`config.mk`:
```
export PLATFORM = sky130hd
export DESIGN_NAME = hard_decision_constellation_demapper
export DESIGN_NICKNAME = d
export VERILOG_FILES = /design/src/hdl/hdcd_pkg.sv /design/src/hdl/hdcd_point_mem.sv /design/src/hdl/hdcd_dist_unit.sv /design/src/hdl/hard_decision_constellation_demapper.sv
export SDC_FILE = /design/constraint.sdc
export NUM_CORES = 2
export LEC_CHECK = 0
export BUFFER_PORTS_ARGS = -buffer_cell sky130_fd_sc_hd__buf_2
export CAP_MARGIN = 10
export CORE_ASPECT_RATIO = 0.8
export CORE_MARGIN = 8
export CORE_UTILIZATION = 45
export DETAILED_ROUTE_END_ITERATION = 12
export GPL_TIMING_DRIVEN = 0
export PLACE_DENSITY_LB_ADDON = 0.1
export SYNTH_ARGS = -nofsm -noshare
export SYNTH_HDL_FRONTEND = slang
export SYNTH_SLANG_ARGS = --single-unit
```
`constraint.sdc`:
```
create_clock -name aclk -period 6.2 [get_ports aclk]
set_clock_uncertainty 0.2 [all_clocks]
set_input_delay 1.55 -clock aclk [delete_from_list [all_inputs] [get_ports aclk]]
set_output_delay 1.55 -clock aclk [all_outputs]
set_load 0.02 [all_outputs]
```
`src/hdl/hdcd_pkg.sv`:
```
`timescale 1ns / 1ps
`default_nettype none

package hdcd_pkg;

    // Defaults for the top-level parameters
    localparam int unsigned MAX_POINTS_DEF   = 64;
    localparam int unsigned SAMPLE_WIDTH_DEF = 16;

    // Fixed field widths
    localparam int unsigned INDEX_W = 6;
    localparam int unsigned BPS_W   = 3;
    localparam int unsigned OUT_W   = 8;

    // bits_per_symbol register
    localparam logic [BPS_W-1:0] BPS_RESET = 3'd2;
    localparam logic [BPS_W-1:0] BPS_MIN   = 3'd1;
    localparam logic [BPS_W-1:0] BPS_MAX   = 3'd6;

    // Request kinds carried on tuser
    localparam logic OP_LOAD  = 1'b0;
    localparam logic OP_DEMAP = 1'b1;

    // Control that travels alongside one distance evaluation
    typedef struct packed {
        logic valid;
        logic last;
    } dist_tag_t;

endpackage

`default_nettype wire

```
`src/hdl/hdcd_point_mem.sv`:
```
`timescale 1ns / 1ps
`default_nettype none

module hdcd_point_mem #(
    parameter int unsigned DEPTH = hdcd_pkg::MAX_POINTS_DEF,
    parameter int unsigned WIDTH = 2 * hdcd_pkg::SAMPLE_WIDTH_DEF
) (
    input  wire logic                     aclk,
    input  wire logic                     wr_en,
    input  wire logic [$clog2(DEPTH)-1:0] wr_addr,
    input  wire logic [WIDTH-1:0]         wr_data,
    input  wire logic                     rd_en,
    input  wire logic [$clog2(DEPTH)-1:0] rd_addr,
    output logic      [WIDTH-1:0]         rd_data
);

    logic [WIDTH-1:0] mem [DEPTH];

    // Single write port
    always_ff @(posedge aclk) begin
        if (wr_en) begin
            mem[wr_addr] <= wr_data;
        end
    end

    // Registered read port
    always_ff @(posedge aclk) begin
        if (rd_en) begin
            rd_data <= mem[rd_addr];
        end
    end

endmodule

`default_nettype wire

```
`src/hdl/hdcd_dist_unit.sv`:
```
`timescale 1ns / 1ps
`default_nettype none

// Squared Euclidean distance, three stages: difference, square, sum.
module hdcd_dist_unit #(
    parameter int unsigned SAMPLE_WIDTH = hdcd_pkg::SAMPLE_WIDTH_DEF
) (
    input  wire logic                             aclk,
    input  wire logic                             aresetn,
    input  wire hdcd_pkg::dist_tag_t              tag_in,
    input  wire logic signed [SAMPLE_WIDTH-1:0]   point_i,
    input  wire logic signed [SAMPLE_WIDTH-1:0]   point_q,
    input  wire logic signed [SAMPLE_WIDTH-1:0]   samp_i,
    input  wire logic signed [SAMPLE_WIDTH-1:0]   samp_q,
    output hdcd_pkg::dist_tag_t                   tag_out,
    output logic             [2*SAMPLE_WIDTH+1:0] sq_dist
);

    localparam int unsigned DW = SAMPLE_WIDTH + 1;
    localparam int unsigned SW = 2 * SAMPLE_WIDTH + 1;

    hdcd_pkg::dist_tag_t tag_d_reg, tag_s_reg, tag_o_reg;

    logic signed [DW-1:0]   diff_i_next, diff_q_next;
    logic signed [DW-1:0]   diff_i_reg, diff_q_reg;
    logic signed [2*DW-1:0] prod_i, prod_q;
    logic        [SW-1:0]   sq_i_reg, sq_q_reg;
    logic        [SW:0]     sum_reg;

    assign diff_i_next = DW'(samp_i) - DW'(point_i);
    assign diff_q_next = DW'(samp_q) - DW'(point_q);
    assign prod_i      = diff_i_reg * diff_i_reg;
    assign prod_q      = diff_q_reg * diff_q_reg;

    // Tag pipeline follows the data stages
    always_ff @(posedge aclk) begin
        if (!aresetn) begin
            tag_d_reg <= '0;
            tag_s_reg <= '0;
            tag_o_reg <= '0;
        end else begin
            tag_d_reg <= tag_in;
            tag_s_reg <= tag_d_reg;
            tag_o_reg <= tag_s_reg;
        end
    end

    // Datapath: squares are non-negative, so the top product bit is dropped
    always_ff @(posedge aclk) begin
        diff_i_reg <= diff_i_next;
        diff_q_reg <= diff_q_next;
        sq_i_reg   <= prod_i[SW-1:0];
        sq_q_reg   <= prod_q[SW-1:0];
        sum_reg    <= {1'b0, sq_i_reg} + {1'b0, sq_q_reg};
    end

    assign tag_out = tag_o_reg;
    assign sq_dist = sum_reg;

endmodule

`default_nettype wire

```
`src/hdl/hard_decision_constellation_demapper.sv`:
```
`timescale 1ns / 1ps
`default_nettype none

// Minimum-distance hard-decision demapper. A load request (tuser = 0) writes one
// constellation point into the point table and leaves the input ready. A demap request
// (tuser = 1) searches the first N = min(2^bits_per_symbol, MAX_POINTS) points
// for the one nearest the sample (lowest index wins a tie) and then sends the
// index MSB first, one bit per output request, tlast on the final bit. The search
// runs one point per cycle through a single shared distance unit (table read,
// difference, square, sum, compare); the input stays not-ready from the demap
// request until the last bit has been loaded into the output register.
// bits_per_symbol (reset 2) is written on the cfg port by the user, who must do so
// only while idle; the block itself does not enforce this. 0 acts as 1 and 7 as 6.
// Demapping against a table entry that was never loaded gives an arbitrary index.
module hard_decision_constellation_demapper #(
    parameter int unsigned MAX_POINTS   = hdcd_pkg::MAX_POINTS_DEF,
    parameter int unsigned SAMPLE_WIDTH = hdcd_pkg::SAMPLE_WIDTH_DEF,
    localparam int unsigned DATA_W =
        ((hdcd_pkg::INDEX_W + 2 * SAMPLE_WIDTH + 7) / 8) * 8
) (
    input  wire logic                            aclk,
    input  wire logic                            aresetn,
    // config write
    input  wire logic                            cfg_valid,
    output logic                                 cfg_ready,
    input  wire logic [hdcd_pkg::BPS_W-1:0]      cfg_data,     // bits_per_symbol
    // request stream
    input  wire logic                            s_axis_tvalid,
    output logic                                 s_axis_tready,
    input  wire logic [DATA_W-1:0]               s_axis_tdata, // point_index, in_phase, quadrature
    input  wire logic                            s_axis_tuser, // op
    // result stream
    output logic                                 m_axis_tvalid,
    input  wire logic                            m_axis_tready,
    output logic [hdcd_pkg::OUT_W-1:0]           m_axis_tdata, // bit_value
    output logic                                 m_axis_tlast  // last_bit
);

    localparam int unsigned IDX_W  = $clog2(MAX_POINTS);
    localparam int unsigned DIST_W = 2 * SAMPLE_WIDTH + 2;
    localparam int unsigned LUT_N  = 2 ** hdcd_pkg::INDEX_W;
    localparam logic [8:0]  TOP_ADDR = 9'(MAX_POINTS - 1);

    typedef enum logic [3:0] {
        ST_IDLE   = 4'b0001,
        ST_SEARCH = 4'b0010,
        ST_DRAIN  = 4'b0100,
        ST_EMIT   = 4'b1000
    } state_t;

    state_t state_reg, state_next;

    // Request fields
    logic                                   s_accept;
    logic [hdcd_pkg::INDEX_W-1:0]           in_index;
    logic signed [SAMPLE_WIDTH-1:0]         in_i, in_q;

    assign in_index = s_axis_tdata[hdcd_pkg::INDEX_W-1:0];
    assign in_i     = s_axis_tdata[hdcd_pkg::INDEX_W +: SAMPLE_WIDTH];
    assign in_q     = s_axis_tdata[hdcd_pkg::INDEX_W + SAMPLE_WIDTH +: SAMPLE_WIDTH];
    assign s_accept = s_axis_tvalid && s_axis_tready;

    // Load index wraps modulo the table depth
    logic [IDX_W-1:0] wrap_lut [LUT_N];
    for (genvar g = 0; g < LUT_N; g++) begin : g_wrap
        assign wrap_lut[g] = IDX_W'(g % MAX_POINTS);
    end

    // Configuration register
    logic [hdcd_pkg::BPS_W-1:0] bps_reg;
    logic [hdcd_pkg::BPS_W-1:0] bps_eff;

    assign cfg_ready = 1'b1;

    always_ff @(posedge aclk) begin
        if (!aresetn) begin
            bps_reg <= hdcd_pkg::BPS_RESET;
        end else if (cfg_valid && cfg_ready) begin
            bps_reg <= cfg_data;
        end
    end

    always_comb begin
        if (bps_reg < hdcd_pkg::BPS_MIN) begin
            bps_eff = hdcd_pkg::BPS_MIN;
        end else if (bps_reg > hdcd_pkg::BPS_MAX) begin
            bps_eff = hdcd_pkg::BPS_MAX;
        end else begin
            bps_eff = bps_reg;
        end
    end

    // Last table address to search
    logic [8:0]       span_full;
    logic [IDX_W-1:0] last_addr_next;

    assign span_full      = 9'((9'd1 << bps_eff) - 9'd1);
    assign last_addr_next = IDX_W'((span_full > TOP_ADDR) ? TOP_ADDR : span_full);

    // Per-request registers
    logic [hdcd_pkg::BPS_W-1:0]     nbits_reg;
    logic [IDX_W-1:0]               last_addr_reg;
    logic signed [SAMPLE_WIDTH-1:0] samp_i_reg, samp_q_reg;

    always_ff @(posedge aclk) begin
        if (s_accept && s_axis_tuser == hdcd_pkg::OP_DEMAP) begin
            nbits_reg     <= bps_eff;
            last_addr_reg <= last_addr_next;
            samp_i_reg    <= in_i;
            samp_q_reg    <= in_q;
        end
    end

    // Point table
    logic                       mem_wr_en;
    logic                       mem_rd_en;
    logic [2*SAMPLE_WIDTH-1:0]  mem_rd_data;
    logic [IDX_W-1:0]           addr_reg, addr_next;

    assign mem_wr_en = s_accept && s_axis_tuser == hdcd_pkg::OP_LOAD;
    assign mem_rd_en = (state_reg == ST_SEARCH);

    hdcd_point_mem #(
        .DEPTH (MAX_POINTS),
        .WIDTH (2 * SAMPLE_WIDTH)
    ) u_mem (
        .aclk    (aclk),
        .wr_en   (mem_wr_en),
        .wr_addr (wrap_lut[in_index]),
        .wr_data ({in_q, in_i}),
        .rd_en   (mem_rd_en),
        .rd_addr (addr_reg),
        .rd_data (mem_rd_data)
    );

    // Tag for the read in flight, aligned to the memory latency
    hdcd_pkg::dist_tag_t issue_tag, rd_tag_reg, dist_tag;
    logic [DIST_W-1:0]   sq_dist;

    assign issue_tag.valid = mem_rd_en;
    assign issue_tag.last  = mem_rd_en && (addr_reg == last_addr_reg);

    always_ff @(posedge aclk) begin
        if (!aresetn) begin
            rd_tag_reg <= '0;
        end else begin
            rd_tag_reg <= issue_tag;
        end
    end

    hdcd_dist_unit #(
        .SAMPLE_WIDTH (SAMPLE_WIDTH)
    ) u_dist (
        .aclk    (aclk),
        .aresetn (aresetn),
        .tag_in  (rd_tag_reg),
        .point_i (mem_rd_data[SAMPLE_WIDTH-1:0]),
        .point_q (mem_rd_data[2*SAMPLE_WIDTH-1:SAMPLE_WIDTH]),
        .samp_i  (samp_i_reg),
        .samp_q  (samp_q_reg),
        .tag_out (dist_tag),
        .sq_dist (sq_dist)
    );

    // Running minimum; strict less-than keeps the lowest index on a tie
    logic [IDX_W-1:0]  cmp_idx_reg;
    logic [IDX_W-1:0]  best_idx_reg, best_idx_next;
    logic [DIST_W-1:0] best_dist_reg;
    logic              take_new;

    assign take_new = dist_tag.valid && ((cmp_idx_reg == '0) || (sq_dist < best_dist_reg));
    assign best_idx_next = take_new ? cmp_idx_reg : best_idx_reg;

    always_ff @(posedge aclk) begin
        if (state_reg == ST_IDLE) begin
            cmp_idx_reg <= '0;
        end else if (dist_tag.valid) begin
            cmp_idx_reg <= cmp_idx_reg + 1'b1;
        end
        if (take_new) begin
            best_dist_reg <= sq_dist;
        end
        best_idx_reg <= best_idx_next;
    end

    // Output serializer
    logic [hdcd_pkg::INDEX_W-1:0] best_word;
    logic [hdcd_pkg::BPS_W-1:0]   bit_cnt_reg, bit_cnt_next;
    logic                         m_valid_reg, m_valid_next;
    logic                         m_bit_reg, m_bit_next;
    logic                         m_last_reg, m_last_next;
    logic                         out_free;

    assign best_word = hdcd_pkg::INDEX_W'(best_idx_reg);
    assign out_free  = !m_valid_reg || m_axis_tready;

    // Sequencer
    always_comb begin
        state_next   = state_reg;
        addr_next    = addr_reg;
        bit_cnt_next = bit_cnt_reg;
        m_valid_next = m_valid_reg && !m_axis_tready;
        m_bit_next   = m_bit_reg;
        m_last_next  = m_last_reg;
        case (state_reg)
            ST_IDLE: begin
                addr_next = '0;
                if (s_accept && s_axis_tuser == hdcd_pkg::OP_DEMAP) begin
                    state_next = ST_SEARCH;
                end
            end
            ST_SEARCH: begin
                addr_next = addr_reg + 1'b1;
                if (addr_reg == last_addr_reg) begin
                    state_next = ST_DRAIN;
                end
            end
            ST_DRAIN: begin
                if (dist_tag.valid && dist_tag.last) begin
                    bit_cnt_next = nbits_reg - 1'b1;
                    state_next   = ST_EMIT;
                end
            end
            ST_EMIT: begin
                if (out_free) begin
                    m_valid_next = 1'b1;
                    m_bit_next   = best_word[bit_cnt_reg];
                    m_last_next  = (bit_cnt_reg == '0);
                    bit_cnt_next = bit_cnt_reg - 1'b1;
                    if (bit_cnt_reg == '0) begin
                        state_next = ST_IDLE;
                    end
                end
            end
            default: begin
                state_next = ST_IDLE;
            end
        endcase
    end

    always_ff @(posedge aclk) begin
        if (!aresetn) begin
            state_reg   <= ST_IDLE;
            m_valid_reg <= 1'b0;
        end else begin
            state_reg   <= state_next;
            m_valid_reg <= m_valid_next;
        end
    end

    always_ff @(posedge aclk) begin
        addr_reg    <= addr_next;
        bit_cnt_reg <= bit_cnt_next;
        m_bit_reg   <= m_bit_next;
        m_last_reg  <= m_last_next;
    end

    assign s_axis_tready = (state_reg == ST_IDLE);
    assign m_axis_tvalid = m_valid_reg;
    assign m_axis_tdata  = hdcd_pkg::OUT_W'(m_bit_reg);
    assign m_axis_tlast  = m_last_reg;

endmodule

`default_nettype wire

```
[Yosys cells after proc, flatten, opt, wreduce, memory -nomap -nowiden]
Memory sizes are Yosys's and may differ from the RTL's. A register that Yosys moved wholly into a read port is not among the register bits.
Index checks and enable logic that the tools add are counted.
Storage, ports and cells
  register bits: 248
  bits in writable memories: 2048
  ROM bits: 384
  output and inout port bits: 12
  memories: 2
Memories
  u_mem.mem: depth 64, width 32, read ports 1, clocked after Yosys merged registers in 1, write ports 1, RTL line hdcd_point_mem.sv:17  | logic [WIDTH-1:0] mem [DEPTH];
  (name not given): depth 64, width 6, read ports 1, clocked after Yosys merged registers in 0, write ports 0, RTL line hard_decision_constellation_demapper.sv:129  | .wr_addr (wrap_lut[in_index]),
Cells by class
  add/subtract/negate cells: 8
  $mul: 2
  $lt $le $gt $ge: 6
  eq/ne operators: 10
  shift-type cells: 1
  muxes and demuxes: 20
  bitwise operators: 2
  reduce and logical (&&, ||, !) cells: 18
Operators with widths (number)
  $mul 17x17->33: 2
  $add 33x33->34: 1
  $lt 34x34->1: 1
  $sub 16x16->17: 2
  $mux 4: 5
  $pmux 4 s4: 1
  $add 6x1->6 const B: 2
  $mux 3: 4
  $mux 6: 2
  $pmux 6 s2: 1
  $gt 9x6->1 const B: 1
  $shl 1x3->9 const A: 1
  $sub 9x1->9 const B: 1
  $ge 7x7->1 const B: 1
  $logic_and 1x1->1: 7
  $not 6->7: 1
  $eq 6x6->1: 1
  $logic_not 6->1: 1
  $ne 2x2->1 const B: 3
  $pmux 3 s2: 1
  $sub 3x1->3 const B: 2
  $mux 1: 5
  $reduce_and 5->1: 1
  $eq 4x1->1 const B: 1
  15 further kinds: 19

[Depth between registers and ports, before layout]
  depth after elaboration: 6
  mapped depth: 25
  depth with buffers taken out: 24

[Cells and area by module]
Synthesis repeated with hierarchy kept, for this count alone.
Unflattened totals
  cells, all modules: 6284
  area total of the unflattened synthesis: 108327.6 um2
Modules (own cells, without submodules)
  hdcd_point_mem: times used 1, cells each 3324, area each 78835.6 um2, sequential area each 62459.9 um2
  hdcd_dist_unit: times used 1, cells each 2605, area each 24691.2 um2, sequential area each 2762.6 um2
  hard_decision_constellation_demapper: times used 1, cells each 355, area each 4800.9 um2, sequential area each 3083.0 um2

[Least setup slack after synthesis]
Ideal clock, no wire load.
  path type: reg-to-reg
  start point: register u_dist.diff_i_reg[5]
  end point: register u_dist.sq_i_reg[30]
  setup time: 0.072 ns
  arrival: 6.119 ns
  slack: -0.191 ns
  stages on the path, launching flop included: 25
  cell sequence: dfxtp_1 clkbuf_1 clkbuf_1 nand2_1 fa_1 inv_1 fa_1 inv_1 fa_1 inv_1 fa_1 fa_1 inv_1 fa_1 inv_1 ha_1 a21oi_1 o221ai_1 a221oi_1 o21ai_1 o31a_1 a2111oi_0 o21bai_1 a21oi_1 xnor2_1
On the way
  word-level cells in the longest chain between the ends: 1
RTL lines
  start, declared: RTL line hdcd_dist_unit.sv:25  | logic signed [DW-1:0] diff_i_reg, diff_q_reg;
  start signal, assigned: RTL line hdcd_dist_unit.sv:50  | diff_i_reg <= diff_i_next;
  $mul 17x17->33: RTL line hdcd_dist_unit.sv:32  | assign prod_i = diff_i_reg * diff_i_reg;
  via u_dist.prod_i[30]: RTL line hdcd_dist_unit.sv:26  | logic signed [2*DW-1:0] prod_i, prod_q;
  end signal, assigned: RTL line hdcd_dist_unit.sv:52  | sq_i_reg <= prod_i[SW-1:0];
  end, declared: RTL line hdcd_dist_unit.sv:27  | logic [SW-1:0] sq_i_reg, sq_q_reg;
The timed path passes the listed nets, and every way through them passes these cells.
A chain may end at the register's enable or synchronous reset.

[Worst setup path after layout]
Ends and elaborated chain as after synthesis.

==> summary.md <==
| Metric | Value |
|---|---|
| Status | complete, but fails checks |
| Violated checks | setup timing |
| Footprint of the multi-input gates | 37400 um^2 |
| Clock transition at path regs | about 0.06 ns |
| Post-DP Area | 115000 um^2 |
| Share of layout cells above drive strength 1 | 0.255 |
| Clock Path Buffers | 4 |
| Clock Root Buffer | clkbuf_16 |
| Critical path cell sequence | clkbuf_16 > clkbuf_16 > nand2_4 > fa_1 > buf_4 > fa_1 > fa_1 > inv_2 > fa_1 > fa_1 > inv_2 > fa_1 > inv_2 > ha_4 > a21oi_4 > o221ai_4 > a221oi_2 > o21ai_2 > o31a_1 > a2111oi_4 > o21bai_1 > a21oi_2 > xnor2_4 |
| CTS tree | yes |
| Cell area after layout | about 130000 um^2 |
| Cell variety after synth | 75 |
| Reg2Reg Capture Point | u_dist.sq_i_reg[30] |
| Final setup violation count | 10 |
| Max cap viols | 0 |
| Reg2Reg Setup Slack | -0.32 ns |
| Synth Flop Type | edfxtp_1 |
| H-tree depth | 4 |
| Most used cell, CP | fa_1 |
| Final wirelength | about 300 mm |
| Vias per cell | 5.69 |
| IO Port Bufs | 47 |
| Post-Syn Area | 108000 um^2 |
| Die width | around 560 um |
| Number of remaining DRC errors | 0 |
| Routed len/inst | 30.1 um |
| Commonest cells after routing, fill and taps aside | 2172 x edfxtp_1, 739 x inv_1, 673 x mux4_2, 494 x fa_1, 248 x ha_1 |
| Number of synthesized flops with an enable pin | 2172 |
| Reg-to-Reg Start | u_dist.diff_i_reg[5] |
| Clock sink count | 2326 |
| Initial DRC Count | about 6300 |
| Seq cells post-synth | roughly 2300 |
| Dpl hpwl | between 200 and 250 mm |
| Crit end category | flop |
| CP max-delay cell | fa_1 |
| Largest area contributor in the netlist | edfxtp_1 |
| Most common library cell in the layout ignoring fill and taps | edfxtp_1 |
| Total CTS buffers | 233 |
| Hold Crit Depth | 0 |
| Syn-to-layout area delta | 15.7% |
| Crit path required time | 6.76 ns |
| R2R depth | 23 |
| Final WS setup | -0.324 ns |
| Worst endpoint data arrival time | 7.09 ns |
| Hold_buf cts | 0 |
| Seq/Total Area, Yosys | 0.632 |
| Worst Hold End | best_dist_reg[0] |
| CP Max Fanout | 5 |
| Final ANT Viol Nets | 0 |
| Largest net degree at the start of global routing | 66 |
| Crit path kind | flop to flop |
| Yosys warning total | 0 |
| Tcrit/Tclk final | 1.05 |
| First-pass GRT wire length | roughly 420 mm |
| Synth area leaders | edfxtp_1 60%, mux4_2 14%, fa_1 9.7%, ha_1 3.2%, dfxtp_1 2.9% |
| Nets@finish | 7303 |
| Worst-Margin Slew | 1.30 ns |
| Hold Path Class | flop to flop |
| Worst setup SP type | flop |
| Slew Limit Fails | 0 |
| Cell count after synthesis | 5951 |
| Post-synth ARST share | 0 |
| DRT Pass-1 Iters | 6 |
| Syn avg cell area | 18.2 um^2 |
| Slew Limit Headroom | 0.132 |
| Die Y | 454 um |
| Skew-Pair Late Insertion Delay | 0.89 ns |
| Aggregate global routing overflow | 0 |
| Initial antenna violation count | 43 |
| Min Clock Period, post-route | between 6 and 7 ns |
| Max reg flops | 2048 |
| Crit path largest cell delay | 0.52 ns |
| Initial Utilization | 0.451 |
| Vias | 56000 |
| Reg area | 68400 um^2 |
| Fin. Hold Viols | 0 |
| RSZ-0062 raised after global routing | true |
| # rows | 161 |
| Peak Freq | 153 MHz |
| Gpl congestion | 0.841 |
| Die area | 256000 um^2 |
| Global Route Usage Sum | 0.231 |
| # IOs | roughly 60 |
| CORE AREA | 240000 um^2 |
| Fillers | around 19000 |
| Share of the synthesized area in the top cell type | 0.604 |
| Hold_sp | u_dist.sq_dist[0] |
| Vias in the first global route | between 50000 and 60000 |
## cell usage after synthesis (5+ instances only)
library cell / instances
a21o_1: 30
a21oi_1: 75
mux4_2: 673
a211oi_1: 18
nand3b_1: 6
ha_1: 275
buf_4: 32
or3_1: 13
buf_1: 38
or2_2: 8
buf_2: 18
xor2_1: 35
o41ai_1: 5
a31oi_1: 5
nand2b_1: 22
nand2_1: 206
mux2i_1: 8
o21bai_1: 7
a21boi_1: 5
nor3_1: 20
xnor2_1: 115
inv_1: 776
edfxtp_1: 2172
nand4_1: 12
clkbuf_1: 132
a2111oi_0: 6
o2111ai_1: 5
and2_1: 117
o21ai_1: 16
and3_1: 15
fa_1: 524
nand3_1: 25
o211ai_1: 9
nor2b_1: 50
nor2_1: 190
o21ai_0: 48
a31o_2: 9
o21a_1: 19
dfxtp_1: 154
## per-layer routing
| metal | vias up | part of all wire | GRT usage |
|---|---|---|---|
| li1 | 23300 | - | - |
| met1 | 30200 | 0.46 | 0.362 |
| met2 | 2190 | 0.43 | 0.335 |
| met3 | 373 | 0.090 | 0.0501 |
| met4 | 14 | 0.021 | 0.0465 |
| met5 | - | 0.00033 | 0 |
## cell type report
| class | count | area share |
|---|---|---|
| Antenna cell | 25 | 0.000500 |
| Buffer | 218 | 0.0118 |
| Clock buffer | 290 | 0.0494 |
| Clock inverter | 130 | 0.00908 |
| Inverter | 776 | 0.0235 |
| Multi-Input combinational cell | 2634 | 0.299 |
| Sequential cell | 2326 | 0.547 |
| Tap cell | 3178 | 0.0318 |
| Timing Repair Buffer | 266 | 0.0276 |
## kinds of logic (layout without fill, tap and decap cells)
family | count (synthesis) | count (layout) | synth area share
and+or+nand+nor | 698 | 698 | 0.0310
other | 2 | 34 | 0.0000695
muxes | 685 | 685 | 0.141
adders and majority gates | 800 | 800 | 0.129
DFF | 2326 | 2326 | 0.632
buffers and inverters | 998 | 1680 | 0.0361
AOI/OAI and AO/OA | 292 | 292 | 0.0179
xor gates and xnor gates | 150 | 150 | 0.0122
## metrics by stage
step	setup TNS, ns	hold slack [ns]	std cells	util	setup WS (ns)
floorplan	0	0.200	5958	-	0.00366
global placement	-1069.74	0.208	9183	0.468	-1.48
detailed placement	-31.01	0.214	9274	0.479	-1.50
CTS	-1.58	0.228	9747	0.516	-0.346
global route	-3.33	0.231	9819	0.521	-0.472
finish	-1.25	0.224	9843	0.522	-0.324
## worst max-delay path: cells and delay by family (launching register included)
kind / cells / cell delay (ns)
xor gates and xnor gates: 1 / 0.18
and+or+nand+nor: 1 / 0.04
DFF: 1 / 0.36
buffers and inverters: 6 / 0.57
AOI/OAI and AO/OA: 8 / 1.82
adders and majority gates: 7 / 3.24
## worst max path at each step
stage	start	to	slack, ns	depth (start not counted)
2_1_floorplan	u_dist.diff_i_reg[7]	u_dist.sq_i_reg[30]	0.004	23
4_1_cts	u_dist.diff_i_reg[5]	u_dist.sq_i_reg[30]	-0.35	23
3_3_place_gp	u_dist.diff_i_reg[16]	u_dist.sq_i_reg[30]	-1.48	22
6_report	u_dist.diff_i_reg[5]	u_dist.sq_i_reg[30]	-0.32	23
3_5_place_dp	u_dist.diff_i_reg[4]	u_dist.sq_i_reg[29]	-1.50	20
5_1_grt	u_dist.diff_i_reg[5]	u_dist.sq_i_reg[30]	-0.47	23
## what timing repair did
item	in CTS	in global routing
endpoints found under the setup margin	36	23
pin swaps	71	93
cloned	0	2
resized for setup	309	163
buffers inserted	54	61
Power is not shown: default switching activity piles up to over one toggle a cycle in this logic, so the estimate is an artifact.
